$ cat config.mk
export PLATFORM = sky130hd
export DESIGN_NAME = sobel_back
export DESIGN_NICKNAME = d
export VERILOG_FILES = /design/src/rtl/core/sobel_pkg.sv /design/src/rtl/core/sobel_back.sv
export SDC_FILE = /design/constraint.sdc
export NUM_CORES = 1
export LEC_CHECK = 0
export BUFFER_PORTS_ARGS = -buffer_cell sky130_fd_sc_hd__buf_4
export CORE_ASPECT_RATIO = 0.8
export CORE_MARGIN = 4
export CORE_UTILIZATION = 40
export DETAILED_ROUTE_END_ITERATION = 12
export GPL_ROUTABILITY_DRIVEN = 1
export PLACE_DENSITY = 0.58
export SYNTH_ARGS = -nofsm -noshare
export SYNTH_HDL_FRONTEND = slang
export SYNTH_SLANG_ARGS = --single-unit
export TNS_END_PERCENT = 50
$ cat constraint.sdc
create_clock -name aclk -period 6.3 [get_ports aclk]
set_clock_uncertainty 0.1 [all_clocks]
set_input_delay 0.63 -clock aclk [delete_from_list [all_inputs] [get_ports aclk]]
set_output_delay 0.63 -clock aclk [all_outputs]
set_load 0.03 [all_outputs]
$ cat src/rtl/core/sobel_pkg.sv
package sobel_pkg;

    // Image geometry
    localparam int MAX_WIDTH    = 2048;
    localparam int COL_W        = $clog2(MAX_WIDTH);
    localparam int ROW_W        = 16;
    localparam int WIDTH_CFG_W  = 12;
    localparam int PIX_W        = 8;
    localparam int GRAD_W       = 11;
    localparam int RESET_WIDTH  = 640;
    localparam int RESET_HEIGHT = 480;

    // Stream widths
    localparam int S_TDATA_W = 8;
    localparam int M_TDATA_W = 24;

    // Config port
    localparam int CFG_IDX_W  = 2;
    localparam int CFG_DATA_W = 16;
    localparam logic [CFG_IDX_W-1:0] CFG_IMAGE_WIDTH  = 2'd0;
    localparam logic [CFG_IDX_W-1:0] CFG_IMAGE_HEIGHT = 2'd1;

    // Job queue between front and back
    localparam int QDEPTH = 4;
    localparam int QPTR_W = $clog2(QDEPTH);
    localparam int QCNT_W = $clog2(QDEPTH + 1);

    // Result slots of one job, in release order
    localparam int SLOT_UP_LEFT   = 0;  // row above, column left of current
    localparam int SLOT_UP_CUR    = 1;  // row above, current column (row end)
    localparam int SLOT_ROW_LEFT  = 2;  // last row, column left of current
    localparam int SLOT_ROW_CUR   = 3;  // last row, current column (image end)
    localparam int NSLOT          = 4;

    // 3x3 window: [row][col], row 0 is the oldest line, col 2 the newest pixel
    typedef logic [2:0][2:0][PIX_W-1:0] win_t;

    typedef struct packed {
        win_t             win;
        logic [NSLOT-1:0] slots;
    } job_t;

    typedef struct packed {
        logic              head_valid;
        logic [QCNT_W-1:0] level;
    } qstat_t;

endpackage

$ cat src/rtl/core/sobel_back.sv
module sobel_back (
    input  logic                            aclk,
    input  logic                            aresetn,
    input  sobel_pkg::qstat_t               q_stat,
    input  sobel_pkg::job_t                 head_job,
    output logic                            pop,
    output logic                            m_tvalid,
    input  logic                            m_tready,
    output logic [sobel_pkg::M_TDATA_W-1:0] m_tdata,
    output logic                            m_tlast,
    output logic                            m_tuser
);
    import sobel_pkg::*;

    // Gx/Gy over rows (rt, rm, 2) and columns (cl, cc, 2) of the window
    function automatic logic [2*GRAD_W-1:0] sobel_grad(win_t w, logic row_sh, logic col_sh);
        logic [1:0]        rt, rm, cl, cc;
        logic signed [11:0] tl, tc, tr, ml, mr, bl, bc, br, gx, gy;
        rt = row_sh ? 2'd1 : 2'd0;
        rm = row_sh ? 2'd2 : 2'd1;
        cl = col_sh ? 2'd1 : 2'd0;
        cc = col_sh ? 2'd2 : 2'd1;
        tl = $signed({4'b0, w[rt][cl]});
        tc = $signed({4'b0, w[rt][cc]});
        tr = $signed({4'b0, w[rt][2]});
        ml = $signed({4'b0, w[rm][cl]});
        mr = $signed({4'b0, w[rm][2]});
        bl = $signed({4'b0, w[2][cl]});
        bc = $signed({4'b0, w[2][cc]});
        br = $signed({4'b0, w[2][2]});
        gx = (tr - tl) + ((mr - ml) <<< 1) + (br - bl);
        gy = (bl + (bc <<< 1) + br) - (tl + (tc <<< 1) + tr);
        return {gy[GRAD_W-1:0], gx[GRAD_W-1:0]};
    endfunction

    logic [NSLOT-1:0]     done_reg, done_next;
    logic [NSLOT-1:0]     pending;
    logic [NSLOT-1:0]     sel;
    logic                 run_end;
    logic                 load;
    logic [2*GRAD_W-1:0]  grads;

    logic                 m_tvalid_reg, m_tvalid_next;
    logic [M_TDATA_W-1:0] m_tdata_reg;
    logic                 m_tlast_reg;
    logic                 m_tuser_reg;

    assign pending = head_job.slots & ~done_reg;
    assign sel     = pending & (~pending + NSLOT'(1));
    assign run_end = (pending & ~sel) == '0;
    assign load    = q_stat.head_valid && (!m_tvalid_reg || m_tready);
    assign pop     = load && run_end;

    assign grads = sobel_grad(head_job.win,
                              sel[SLOT_ROW_LEFT] | sel[SLOT_ROW_CUR],
                              sel[SLOT_UP_CUR] | sel[SLOT_ROW_CUR]);

    always_comb begin
        done_next = done_reg;
        if (load) begin
            done_next = run_end ? '0 : (done_reg | sel);
        end
    end

    always_comb begin
        m_tvalid_next = m_tvalid_reg;
        if (load) begin
            m_tvalid_next = 1'b1;
        end else if (m_tready) begin
            m_tvalid_next = 1'b0;
        end
    end

    assign m_tvalid = m_tvalid_reg;
    assign m_tdata  = m_tdata_reg;
    assign m_tlast  = m_tlast_reg;
    assign m_tuser  = m_tuser_reg;

    always_ff @(posedge aclk) begin
        if (!aresetn) begin
            done_reg     <= '0;
            m_tvalid_reg <= 1'b0;
        end else begin
            done_reg     <= done_next;
            m_tvalid_reg <= m_tvalid_next;
        end
    end

    always_ff @(posedge aclk) begin
        if (load) begin
            m_tdata_reg <= M_TDATA_W'(grads);
            m_tlast_reg <= run_end;
            m_tuser_reg <= sel[SLOT_ROW_CUR];
        end
    end

endmodule

==> flow_metrics.env <==
export IMPL_outcome="completed"
export IMPL_core_area_mm2=0.0116
export IMPL_crit_start="head_job[1]"
export IMPL_tightest_slew_ps=668
export IMPL_pwr_share_clk_pct=7.8
export IMPL_critPathCaptureType="flip-flop"
export IMPL_fp_row_count=35
export IMPL_seqPwrFrac_pct=15.5
export IMPL_internal_power_uw=1540
export IMPL_path_max_fanout=10
export IMPL_cp_slowest_stage_delay_ps=540
export IMPL_whs_path_depth=2
export IMPL_portBuffers=105
export IMPL_switching_share_pct=46.0
export IMPL_grt_pass1_wl_mm=20.7
export IMPL_worstSetupEndpoint="m_tdata[10]"
export IMPL_route_detailed_drc=0
export IMPL_routedWlPerCell_um=15.2
export IMPL_final_max_slew_viol_count=0
export IMPL_start_util_pct=41.1
export IMPL_place_inst=805
export IMPL_fin_area_mm2=0.00590
export IMPL_syn_inst=558
export IMPL_grt_antenna_before_repair=0
export IMPL_synth_area_mm2=0.00477
export IMPL_finish_utilization_pct=50.9
export IMPL_drtAntennaViolNets=0
export IMPL_hold_violations=0
export IMPL_dp_hpwl_mm=10.6
export IMPL_comb_power_share_pct=76.7
export IMPL_grt_max_degree=30
export IMPL_die_area_mm2=0.0137
export IMPL_setup_viol=0
export IMPL_die_y_um=106
export IMPL_place_congestion=0.907
export IMPL_ir_drop_v=0.000252
export IMPL_worstPathArrival_ps=5410
export IMPL_fin_crit_ps=5510
export IMPL_fp_dieW_um=130
export IMPL_drive_gt1_share_pct=21.4
export IMPL_path_depth=18
export IMPL_ys_seq_elements=29
export IMPL_syn_avg_cell_area_um2=8.55
export IMPL_yosysSeqAreaShare_pct=17.2
export IMPL_grt_pass1_vias=4384
export IMPL_clkSinkCount=29
export IMPL_cp_required_ps=6210
export IMPL_ys_warn_count=0
export IMPL_drv_cap=0
export IMPL_postCtsHoldBufs=0
export IMPL_cts_tree="yes"
export IMPL_slew_headroom_pct=55.4
export IMPL_io_pin_count=111
export IMPL_synth_top_area_share_pct=18.1
export IMPL_gr_total_overflow=0
export IMPL_crit_slowest_cell="fa_1"
export IMPL_place_area_mm2=0.00577
export IMPL_path_class="input port to flip-flop"
export IMPL_start_kind="input port"
export IMPL_hold_path_class="flip-flop to flip-flop"
export IMPL_cts_resized=0
export IMPL_routed_wl_mm=12.3
export IMPL_largest_reg_flops=22
export IMPL_viasPerCell=4.98
export IMPL_nNetsFinal=843
export IMPL_track_usage_pct=18.7
export IMPL_ys_types=56
export IMPL_area_growth_pct=23.8
export IMPL_dr_pass1_iters=4
export IMPL_reg2reg_to="m_tdata[10]"
export IMPL_yosys_area_top_type="fa_1"
export IMPL_cp_top_family="simple AND/OR/NAND/NOR gates"
export IMPL_yosys_most_used_dff="edfxtp_1"
export IMPL_antenna_cells=0
export IMPL_finalSetupTns_ps=0
export IMPL_r2r_start="done_reg[2]"
export IMPL_drt_iter0_drc=138
export IMPL_pwr_density_cell_mw_per_mm2=483
export IMPL_routed_via_count=4045
export IMPL_h_tree_depth=2
export IMPL_period_share_pct=87.4
export IMPL_synthTopCellsByArea="fa_1 18%, edfxtp_1 15%, ha_1 14%"
export IMPL_async_flop_share_pct=0
export IMPL_crit_chain="buf_4 -> nor2b_2 -> nor4_4 -> or2_2 -> a221oi_1 -> a21oi_1 -> ha_1 -> inv_1 -> fa_1 -> nand2b_1 -> a2111o_1 -> a31o_1 -> fa_1 -> inv_1 -> ha_1 -> or4_1 -> o311ai_0 -> a211oi_1"
export IMPL_p_leak_uw=0.00298
export IMPL_yosysMostFrequentCell="nand2_1"
export IMPL_fin_cells=812
export IMPL_clk_latency_ps=270
export IMPL_cp_num_buf_inv=3
export IMPL_cts_buffer_depth=2
export IMPL_synth_edf_count=24
export IMPL_ys_top_cells_by_count="97 x nand2_1, 90 x inv_1, 53 x ha_1, 43 x fa_1, 38 x a21oi_1"
export IMPL_post_cts_setup_buffers=0
export IMPL_fmax_ghz=0.182
export IMPL_rsz0062_at_grt="no"
export IMPL_hold_ws_ps=411
export IMPL_clockRootBuffer="clkbuf_16"
export IMPL_cts_buffers=5
export IMPL_clk_pin_slew_ps=50
export IMPL_switching_power_uw=1310
export IMPL_reg2regPathDepth=16
export IMPL_rrSetupSlack_ps=890
==> layout by cell type (no fill, tap or decap), types with 2 or more instances in the layout <==
cell / synthesis / final
nor2b_2: 2 / 3
o21a_1: 2 / 2
nor2b_1: 4 / 3
edfxtp_1: 24 / 24
nor2_1: 17 / 16
nor3_1: 2 / 2
mux2i_1: 22 / 22
and2_1: 3 / 3
clkbuf_16: 0 / 5
a221oi_1: 6 / 6
fa_1: 43 / 43
and3_1: 2 / 2
nand3_1: 18 / 18
conb_1: 1 / 2
dfxtp_1: 5 / 5
xnor2_1: 23 / 23
a31oi_1: 3 / 3
inv_1: 90 / 90
nand2_1: 97 / 97
a211oi_1: 3 / 2
or2_2: 2 / 2
ha_1: 53 / 53
nand2b_1: 7 / 7
a21o_1: 10 / 10
nor2_2: 1 / 2
o21ba_2: 2 / 2
buf_4: 3 / 115
nor2b_4: 2 / 2
a21oi_1: 38 / 38
o21bai_1: 9 / 9
o21ai_0: 18 / 18
xor2_1: 10 / 10
==> stage by stage <==
step | total power [µW] | setup slack, ps
floorplan | 2100 | 954
global placement | 2640 | 623
detailed placement | 2670 | 525
CTS | 2910 | 780
global route | 3210 | 365
finish | 2850 | 792
==> final cells by class <==
class	instances	area, µm²
clock buffer	6	129
clock inverter	1	3.75
fill	1114	5700
inverter	90	338
multi-input combinational	423	3560
sequential	29	821
tap	148	185
timing repair buffer	115	863
==> worst min path at each step <==
stage                           start           to
after CTS                 done_reg[1]  done_reg[1]
after floorplan           done_reg[1]  done_reg[1]
final                     done_reg[1]  done_reg[1]
after detailed placement  done_reg[1]  done_reg[1]
after global placement    done_reg[1]  done_reg[1]
after global routing      done_reg[2]  done_reg[2]
==> worst reg2reg max path: stages (launching register included) <==
cell and delay, ps:
dfxtp_1 330, nand2b_1 250, a211oi_4 620, mux2i_1 210, a21oi_1 300, ha_1 200
inv_1 60, fa_1 470, nand2b_1 220, a2111o_1 470, a31o_1 260, fa_1 540
inv_1 40, ha_1 350, or4_1 530, o311ai_0 100, a211oi_1 90
==> power groups by stage <==
stage / Sequential (µW) / Combinational [µW] / Clock, µW
final: 443 / 2190 / 222
after global routing: 452 / 2520 / 238
after CTS: 445 / 2230 / 230
after detailed placement: 449 / 2220 / 0
after global placement: 446 / 2190 / 0
after floorplan: 601 / 1500 / 0
==> metal layers <==
layer	wire (µm)	track usage, %	vias up	share of wire (%)
met5	0	0	-	0
met2	6050	32.9	83	49
met1	5670	24.5	1903	46
met3	513	2.13	8	4.2
met4	114	3.78	0	0.92
li1	-	-	2051	-
==> logic make-up (layout without fill, tap and decap cells) <==
logic type | count (synthesis) | in the layout | share of synthesized area (%)
multiplexers | 23 | 23 | 4.85
XOR/XNOR | 33 | 33 | 6.06
AND/OR/NAND/NOR | 164 | 164 | 16.2
adder cells (fa/ha/maj) | 96 | 96 | 32.0
buffers and inverters | 107 | 212 | 8.69
other | 1 | 2 | 0.0786
AO/OA/AOI/OAI | 105 | 105 | 15.0
flip-flops | 29 | 29 | 17.2
No activity file was read; power rests on OpenSTA's default activity.
