[config.mk]
export PLATFORM = sky130hd
export DESIGN_NAME = sobel_queue
export DESIGN_NICKNAME = d
export VERILOG_FILES = /design/src/rtl/core/sobel_pkg.sv /design/src/rtl/core/sobel_queue.sv
export SDC_FILE = /design/constraint.sdc
export NUM_CORES = 1
export LEC_CHECK = 0
export BUFFER_PORTS_ARGS = -buffer_cell sky130_fd_sc_hd__buf_2
export CORE_MARGIN = 2
export CORE_UTILIZATION = 35
export CTS_CLUSTER_SIZE = 10
export DETAILED_ROUTE_END_ITERATION = 10
export PLACE_DENSITY = 0.56
export SETUP_SLACK_MARGIN = 0.2
export SYNTH_ARGS = -nofsm -noshare
export SYNTH_HDL_FRONTEND = slang
export SYNTH_SLANG_ARGS = --single-unit
[constraint.sdc]
create_clock -name aclk -period 4.5 [get_ports aclk]
set_input_delay 0.9 -clock aclk [delete_from_list [all_inputs] [get_ports aclk]]
set_output_delay 0.9 -clock aclk [all_outputs]
set_load 0.01 [all_outputs]
[src/rtl/core/sobel_pkg.sv]
package sobel_pkg;

    // Image geometry
    localparam int MAX_WIDTH    = 2048;
    localparam int COL_W        = $clog2(MAX_WIDTH);
    localparam int ROW_W        = 16;
    localparam int WIDTH_CFG_W  = 12;
    localparam int PIX_W        = 8;
    localparam int GRAD_W       = 11;
    localparam int RESET_WIDTH  = 640;
    localparam int RESET_HEIGHT = 480;

    // Stream widths
    localparam int S_TDATA_W = 8;
    localparam int M_TDATA_W = 24;

    // Config port
    localparam int CFG_IDX_W  = 2;
    localparam int CFG_DATA_W = 16;
    localparam logic [CFG_IDX_W-1:0] CFG_IMAGE_WIDTH  = 2'd0;
    localparam logic [CFG_IDX_W-1:0] CFG_IMAGE_HEIGHT = 2'd1;

    // Job queue between front and back
    localparam int QDEPTH = 4;
    localparam int QPTR_W = $clog2(QDEPTH);
    localparam int QCNT_W = $clog2(QDEPTH + 1);

    // Result slots of one job, in release order
    localparam int SLOT_UP_LEFT   = 0;  // row above, column left of current
    localparam int SLOT_UP_CUR    = 1;  // row above, current column (row end)
    localparam int SLOT_ROW_LEFT  = 2;  // last row, column left of current
    localparam int SLOT_ROW_CUR   = 3;  // last row, current column (image end)
    localparam int NSLOT          = 4;

    // 3x3 window: [row][col], row 0 is the oldest line, col 2 the newest pixel
    typedef logic [2:0][2:0][PIX_W-1:0] win_t;

    typedef struct packed {
        win_t             win;
        logic [NSLOT-1:0] slots;
    } job_t;

    typedef struct packed {
        logic              head_valid;
        logic [QCNT_W-1:0] level;
    } qstat_t;

endpackage

[src/rtl/core/sobel_queue.sv]
module sobel_queue (
    input  logic              aclk,
    input  logic              aresetn,
    input  logic              push_valid,
    input  sobel_pkg::job_t   push_job,
    input  logic              pop,
    output sobel_pkg::job_t   head_job,
    output sobel_pkg::qstat_t q_stat
);
    import sobel_pkg::*;

    job_t              mem_reg [QDEPTH];
    logic [QPTR_W-1:0] wr_ptr_reg, wr_ptr_next;
    logic [QPTR_W-1:0] rd_ptr_reg, rd_ptr_next;
    logic [QCNT_W-1:0] count_reg, count_next;

    // front reserves space before it accepts, so a push never sees a full queue
    always_comb begin
        wr_ptr_next = push_valid ? wr_ptr_reg + QPTR_W'(1) : wr_ptr_reg;
        rd_ptr_next = pop ? rd_ptr_reg + QPTR_W'(1) : rd_ptr_reg;
        count_next  = count_reg + QCNT_W'(push_valid) - QCNT_W'(pop);
    end

    assign head_job          = mem_reg[rd_ptr_reg];
    assign q_stat.head_valid = (count_reg != '0);
    assign q_stat.level      = count_reg;

    always_ff @(posedge aclk) begin
        if (!aresetn) begin
            wr_ptr_reg <= '0;
            rd_ptr_reg <= '0;
            count_reg  <= '0;
        end else begin
            wr_ptr_reg <= wr_ptr_next;
            rd_ptr_reg <= rd_ptr_next;
            count_reg  <= count_next;
        end
    end

    always_ff @(posedge aclk) begin
        if (push_valid) begin
            mem_reg[wr_ptr_reg] <= push_job;
        end
    end

endmodule

==> results by group, run 1 <==
Power and ir drop
  – Int Power: 5.111 mW
  – Peak supply drop: about 0.22 mV
  – Psw: 1.373 mW
  – Sw Ratio: between 20% and 30%
  – Combinational power share: 9.2%
  – Leak: 4.582 nW
  – Pwr dens: between 400 and 500 mW/mm2
  – Seq pwr share: 52.6%
  – Clock power frac: 38.2%

Setup path
  – Arrival time worst endpoint: 2.52 ns
  – Reg2reg path depth: 3
  – Worst setup SP type: register
  – Worst R2R End: mem_reg[3][41]$_DFFE_PP_
  – Slowest-stage cell, CP: dfxtp_4
  – Worst flop-to-flop path startpoint: wr_ptr_reg[0]$_SDFFE_PN0P_
  – R2R Setup Slk: 2.42 ns
  – Largest stage delay on the critical path: around 0.8 ns
  – Family with the most delay on the worst path: flip-flops
  – WP data required: ~3.6 ns
  – Critical path class: reg -> out
  – CP cell instances: buf_12, mux4_2, buf_2
  – Crit path max fanout: 44
  – Nature of the critical path endpoint: output pin
  – CP Buf/Inv Count: 2

Clocking
  – CTS root buffer: clkbuf_16
  – CTS tree: built
  – Clk_lat worst skew: roughly 0.5 ns
  – CTS Sinks: 313
  – Clk slew on worst S/H paths: ~0.050 ns
  – H-tree Lvls: 2
  – CTS Hold Buffers Added: 0
  – Clock Path Buffers: 3
  – Post-CTS Setup Inserts: 0
  – CTS buffer count: 37
  – Post-CTS sizing: 0

STA
  – Fin Setup TNS: 0 ns
  – Setup Skew: 0.004629 ns
  – Fin. max-slew vios: 0
  – Fmax: 292.3 MHz
  – Tcrit/Tclk final: 76.03%
  – Final Hold Fails: 0
  – RSZ-0062 raised after global routing: no
  – Minimum clock period: 3.421 ns
  – Final setup fails: 0
  – Setup ws final: 1.079 ns
  – Worst-Margin Slew: ~0.98 ns
  – Max-Slew Margin vs Limit: 34.71%

GRT
  – Total track usage: between 10% and 20%
  – Vias in the first global route: 5677
  – Initial antenna violation count: 1
  – First-pass GRT wire length: 31.91 mm
  – Grt total ovfl: 0
  – Largest net degree at the start of global routing: 61

Placement
  – Placed cell areas: roughly 0.013 mm2
  – IO Port Bufs: 159
  – Routability congestion estimate from global placement: 0.6614
  – Dpl ws: 1.500 ns
  – HPWL after detailed placement: ~13 mm

Logic synthesis
  – Synth top area cells: edfxtp_1 (80%), mux4_2 (15%), dfxtp_1 (1.6%)
  – Post-Syn Area: 0.01145 mm2
  – Sequential area share after synthesis: 81.31%
  – Post-synthesis register bit count: 313
  – Number of synthesis warnings: 0
  – Post-synth top area share: 79.74%
  – Cell count after synthesis: 439
  – Post-synth net total: between 500 and 600
  – Mean Syn Cell Area: 26.08 um2
  – Count of cell types in the netlist: 20
  – Yosys top cell by area: edfxtp_1

Routing
  – Via count: 5120
  – Antenna-violating nets left: 0
  – Initial DRC Count: 264
  – DRC violations left: 0
  – Avg WL per Cell: 19.68 um
  – 1st-pass router iterations: 5
  – Post-Route WL: 21.24 mm
  – Via/cell ratio: 4.745

Floorplan
  – Starting Density: between 30% and 40%
  – Die area: 0.03417 mm2
  – Row Count: 66
  – Core area: about 0.032 mm2
  – I/O pin total: 160
  – Die X: 184.9 um
  – Chip height: approximately 180 um

Cells and area
  – Most frequent cells in the layout: edfxtp_1 (304), buf_2 (159), mux4_2 (76)
  – ANT cells: 0
  – Final Cell Area: ~0.014 mm2
  – Layout cells sized above 1: 45.84%
  – Largest register FFs: 304
  – Final net count: 717
  – Area growth from synthesis to layout: 19.72%
  – Commonest non-fill, non-tap cell in the layout: edfxtp_1

Worst hold path
  – Min-Delay Startpoint: rd_ptr_reg[0]$_SDFFE_PN0P_
  – Worst min path class: reg -> reg
  – Hold path depth: 2

Run status
  – Outcome: complete, no violations

Flow run
  – Max-cap violations: 0
worst max-delay path by stage:
stage,startpoint,depth (start not counted),endpoint,slack [ns]
after detailed placement,register,3,head_job[59],1.50
after global routing,register,3,head_job[59],0.88
after floorplan,push_valid,1,mem_reg[0][0]$_DFFE_PP_,1.38
final,register,3,head_job[59],1.08
after global placement,register,3,head_job[59],1.52
after CTS,register,3,head_job[59],0.96
final cells by class:
class                           count  area (um2)
Clock inverter                      3       25.02
Clock buffer                       43       948.4
Fill cell                        2828       18670
Timing Repair Buffer              169       883.3
Inverter                            7       26.28
Sequential cell                   313        9316
Tap cell                          442       553.0
Multi-Input combinational cell    102        1953
per-stage QoR:
stage / utilization (%) / power (mW) / hold WS [ns] / instances
after floorplan: - / 3.835 / 0.4993 / 439
after global placement: 39.33 / 4.062 / 0.5078 / 1033
after detailed placement: 39.33 / 4.085 / 0.5365 / 1033
after CTS: 42.34 / 6.592 / 0.5482 / 1079
after global routing: 42.34 / 6.739 / 0.5708 / 1079
final: 42.34 / 6.485 / 0.5402 / 1079
layer usage:
layer	up-vias	GRT usage, %	part of all wire, %
li1	2242	-	-
met1	2687	15.44	42
met2	152	21.59	50
met3	37	2.969	5.9
met4	2	3.683	2.0
met5	-	0	0.061
worst min-delay path, stage by stage (launching register included):
cell	delay (ns)
dfxtp_1	0.33
nand3b_1	0.09
a21oi_1	0.08
synthesized netlist by cell type:
cell type,number
nor2_1,5
a21oi_1,1
mux4_2,76
and2_1,6
edfxtp_1,304
or3_1,1
nand3b_1,1
buf_6,1
dfxtp_1,9
a21bo_2,1
mux2i_1,1
buf_4,3
inv_1,7
buf_12,5
fa_1,1
buf_2,5
xor3_1,1
xnor2_1,2
buf_1,3
ha_1,6
cells by family after synthesis:
family / share of synthesized area, %
mux: 15.04
xor+xnor: 0.3607
buf+inv: 1.716
compound gates: 0.1311
flops: 81.31
fa+ha+maj: 0.8306
simple gates: 0.6121
power by group through the flow:
stage	Clock [mW]	Sequential (mW)	Combinational [mW]
2_1_floorplan	0	3.45	0.387
3_3_place_gp	0	3.46	0.600
3_5_place_dp	0	3.47	0.613
4_1_cts	2.56	3.41	0.615
5_1_grt	2.66	3.42	0.652
6_report	2.48	3.41	0.595
Power figures use the tool's default switching activity.
==> run 2: changes to the inputs <==
PLACE_DENSITY = 0.58   (was 0.56)
clock period = 3.1 ns   (was 4.5 ns; I/O delays follow)
==> results by group, run 2 (same netlist as run 1, synthesis figures left out) <==
Run status
  – Outcome: complete, no violations

Power and ir drop
  – Leak: 4.637 nW
  – Peak supply drop: 0.3863 mV
  – Pwr dens: 687.4 mW/mm2

Floorplan
  – Die X: 184.9 um
  – I/O pin total: 160
  – Starting Density: a little over a third
  – Core area: ~0.032 mm2
  – Chip height: around 180 um
  – Die area: 0.03417 mm2
  – Row Count: between 60 and 70

Cells and area
  – Util after Layout: 42.71%
  – Area growth from synthesis to layout: 20.78%
  – Largest register FFs: 304
  – Most frequent cells in the layout: edfxtp_1 (304), buf_2 (159), mux4_2 (76)
  – Final Cell Area: 0.01383 mm2
  – Commonest non-fill, non-tap cell in the layout: edfxtp_1
  – ANT cells: 0
  – Layout cells sized above 1: 46.47%
  – Final net count: 720
  – # fillers: 2856

Routing
  – 1st-pass router iterations: 4
  – Avg WL per Cell: ~20 um
  – Antenna-violating nets left: 0
  – Post-Route WL: around 21 mm
  – Initial DRC Count: 349
  – Via/cell ratio: 4.722
  – Via count: about 5.1k
  – DRC violations left: 0

Setup path
  – Family with the most delay on the worst path: flip-flops
  – Arrival time worst endpoint: between 2 and 2.5 ns
  – Crit path max fanout: 34
  – Largest stage delay on the critical path: 0.63 ns
  – Worst setup SP type: register
  – Slowest-stage cell, CP: dfxtp_4
  – CP Buf/Inv Count: 2
  – Nature of the critical path endpoint: output pin
  – CP cell instances: buf_12, mux4_2, buf_2
  – WP data required: 2.48 ns
  – Critical path class: reg -> out

STA
  – Tcrit/Tclk final: about 85%
  – Final setup fails: 0
  – Worst-Margin Slew: between 0.5 and 0.6 ns
  – Minimum clock period: 2.635 ns
  – Setup Skew: around 0.013 ns
  – Hold WS: between 0.3 and 0.4 ns
  – Fin Setup TNS: 0 ns
  – Max-Slew Margin vs Limit: 61.37%
  – Final Hold Fails: 0
  – Fmax: 379.5 MHz
  – RSZ-0062 raised after global routing: no
  – Fin. max-slew vios: 0

Placement
  – Routability congestion estimate from global placement: 0.6689
  – Placed cell areas: between 0.01 and 0.015 mm2
  – IO Port Bufs: 159
  – HPWL after detailed placement: 12.87 mm

Clocking
  – Post-CTS sizing: 0
  – Clk_lat worst skew: ~0.5 ns
  – CTS root buffer: clkbuf_16
  – Clock Path Buffers: 3
  – CTS buffer count: 37
  – CTS Sinks: 313
  – Clk slew on worst S/H paths: about 0.050 ns
  – H-tree Lvls: 2
  – CTS tree: built
  – CTS Hold Buffers Added: 0
  – Post-CTS Setup Inserts: 0

GRT
  – Vias in the first global route: 5633
  – Total track usage: 12.67%
  – Grt total ovfl: 0
  – First-pass GRT wire length: around 32 mm
  – Largest net degree at the start of global routing: 42
  – Initial antenna violation count: 2

Worst hold path
  – Worst min path class: in -> reg

Flow run
  – Max-cap violations: 0
run 2: routing by layer:
| layer | up-vias | GRT usage [%] | wire length (um) |
|---|---|---|---|
| met5 | - | 0 | 30 |
| met4 | 4 | 3.651 | 407 |
| met3 | 38 | 3.755 | 1268 |
| met2 | 131 | 21.60 | 10840 |
| met1 | 2672 | 15.71 | 8933 |
| li1 | 2250 | - | - |
run 2: power by group:
group	internal, mW	total, mW	leakage (nW)	switching [mW]
registers	4.87	4.93	2.87	0.0643
clock network	2.21	3.67	0.492	1.46
logic	0.432	0.906	1.28	0.473
run 2: worst paths after layout:
path                                    from                       end  slack, ns  cells after the start
setup / recovery                    register               head_job[2]       0.46                      3
hold reg to reg   rd_ptr_reg[0]$_SDFFE_PN0P_                  register       0.56                      2
setup reg to reg  wr_ptr_reg[0]$_SDFFE_PN0P_  mem_reg[2][23]$_DFFE_PP_       1.34                      4
hold / removal                   push_job[4]   mem_reg[2][4]$_DFFE_PP_       0.33                      1
run 2: cell type report:
type	instances	area, um2	area share (%)
Sequential cell	313	9316	67.38
Clock inverter	4	21.27	0.1538
Tap cell	442	553.0	4.000
Clock buffer	39	975.9	7.058
Multi-Input combinational cell	102	1953	14.13
Timing Repair Buffer	172	980.9	7.094
Inverter	7	26.28	0.1900
run 2: worst reg2reg max path, delay by kind of cell, from the launching register on:
family	cells	cell delay [ns]
simple gates	1	0.51
buf+inv	2	0.42
flops	1	0.35
fa+ha+maj	1	0.15
run 2: through the flow:
stage	total power [mW]	setup WS [ns]	std cells
6_report	9.505	0.4649	1079
5_1_grt	9.898	0.3604	1079
4_1_cts	9.662	0.3960	1079
3_5_place_dp	5.953	0.9351	1036
3_3_place_gp	5.914	0.9561	1036
2_1_floorplan	5.567	0.2637	439
==> run 3: changes to the inputs <==
CORE_UTILIZATION = 46   (was 35)
PLACE_DENSITY = 0.72   (was 0.58)
==> results by group, run 3 (same netlist as run 1, synthesis figures left out) <==
Flow run
  – Max-cap violations: 0

STA
  – Fmax: 367.6 MHz
  – Final Hold Fails: 0
  – Fin. max-slew vios: 0
  – Worst-Margin Slew: 0.5316 ns
  – Tcrit/Tclk final: 87.75%
  – Setup Skew: approximately 0.015 ns
  – RSZ-0062 raised after global routing: no
  – Final setup fails: 0
  – Max-Slew Margin vs Limit: 64.56%
  – Minimum clock period: 2.720 ns
  – Fin Setup TNS: 0 ns

GRT
  – First-pass GRT wire length: 32.56 mm
  – Total track usage: between 10% and 20%
  – Grt total ovfl: 0
  – Largest net degree at the start of global routing: between 40 and 50
  – Initial antenna violation count: 1
  – Vias in the first global route: 5665

Routing
  – DRC violations left: 0
  – 1st-pass router iterations: 4
  – Antenna-violating nets left: 0
  – Initial DRC Count: 461
  – Via/cell ratio: between 5 and 6
  – Via count: 5129
  – Avg WL per Cell: approximately 22 um
  – Post-Route WL: ~21 mm

Cells and area
  – Final Non-Filler Cells: ~970
  – Commonest non-fill, non-tap cell in the layout: edfxtp_1
  – Most frequent cells in the layout: edfxtp_1 (304), buf_2 (159), mux4_2 (76)
  – Largest register FFs: 304
  – Area growth from synthesis to layout: 19.33%
  – ANT cells: 0
  – Final net count: between 700 and 800
  – Layout cells sized above 1: 45.87%

Clocking
  – CTS root buffer: clkbuf_16
  – H-tree Lvls: 2
  – CTS Hold Buffers Added: 0
  – Clock Path Buffers: 3
  – CTS tree: built
  – CTS Sinks: 313
  – Post-CTS sizing: 0
  – Clk slew on worst S/H paths: 0.05 ns
  – CTS buffer count: 37
  – Clk_lat worst skew: roughly 0.51 ns
  – Post-CTS Setup Inserts: 0

Floorplan
  – Row Count: 57
  – Chip height: 161.8 um
  – Die area: roughly 0.026 mm2
  – Die X: 161.8 um
  – Starting Density: 46.94%
  – Core area: approximately 0.024 mm2
  – I/O pin total: 160

Placement
  – IO Port Bufs: 159
  – Routability congestion estimate from global placement: between 0.6 and 0.7
  – Inst Count DP: between 900 and 1k
  – HPWL after detailed placement: 12.81 mm

Worst hold path
  – Worst min path class: in -> reg

Power and ir drop
  – Leak: between 4 and 5 nW
  – Pwr dens: about 690 mW/mm2
  – Peak supply drop: about 0.32 mV

Run status
  – Outcome: complete, no violations

Setup path
  – Crit path max fanout: 16
  – Arrival time worst endpoint: about 2.1 ns
  – WP data required: 2.48 ns
  – Critical path class: reg -> out
  – Worst setup SP type: register
  – Nature of the critical path endpoint: output pin
## run 3: cell count changes in the layout (fill, tap and decap cells not counted), sizes merged
cell and delta:
clkbuf +6, inv +1, clkinv -2, buf -1
## run 3: layout make-up
cell class / count / area (um2)
fillers: 1831 / 10730
repair buffers: 171 / 973.4
clock buffers: 45 / 965.9
multi-input cells: 102 / 1953
clock inverters: 3 / 21.27
flip-flops and latches: 313 / 9316
well taps: 324 / 405.4
inverters: 7 / 26.28
## run 3: where the power goes
part           internal [mW]  leakage [nW]  switching (mW)
logic                  0.432          1.27           0.461
clock network           2.16         0.482            1.46
registers               4.87          2.87          0.0744
total                   7.47          4.62            1.99
## run 3: through the flow
step           cell area, um2  util, %  setup slack (ns)  hold slack (ns)  total power, mW
6_report                13660    56.01            0.3798           0.3329            9.459
5_1_grt                 13660    56.01            0.2420           0.3187            9.795
4_1_cts                 13660    56.01            0.3102           0.3147            9.572
3_5_place_dp            12670    51.96            0.8397           0.5272            5.940
3_3_place_gp            12670    51.96            0.8703           0.5008            5.890
2_1_floorplan           11450        -            0.2637           0.4993            5.567
## run 3: path summary, 6_finish.rpt
kind	startpoint	end	slack, ns	cells after the start
hold / removal	push_job[71]	mem_reg[0][71]$_DFFE_PP_	0.33	1
setup / recovery	register	head_job[40]	0.38	3
hold reg to reg	rd_ptr_reg[1]$_SDFFE_PN0P_	register	0.53	2
setup reg to reg	wr_ptr_reg[0]$_SDFFE_PN0P_	mem_reg[0][28]$_DFFE_PP_	1.29	4
## run 3: layer usage
metal  track usage [%]  up-vias  share of wire [%]
met5                 0        -              0.033
met2             26.73      200                 50
li1                  -     2244                  -
met3             4.290       34                8.0
met1             22.42     2649                 40
met4             4.666        2                1.9
## run 3: worst max-delay path: stages, from the launching register on
cell,delay (ns)
dfxtp_4,0.55
buf_4,0.33
mux4_2,0.55
buf_2,0.16
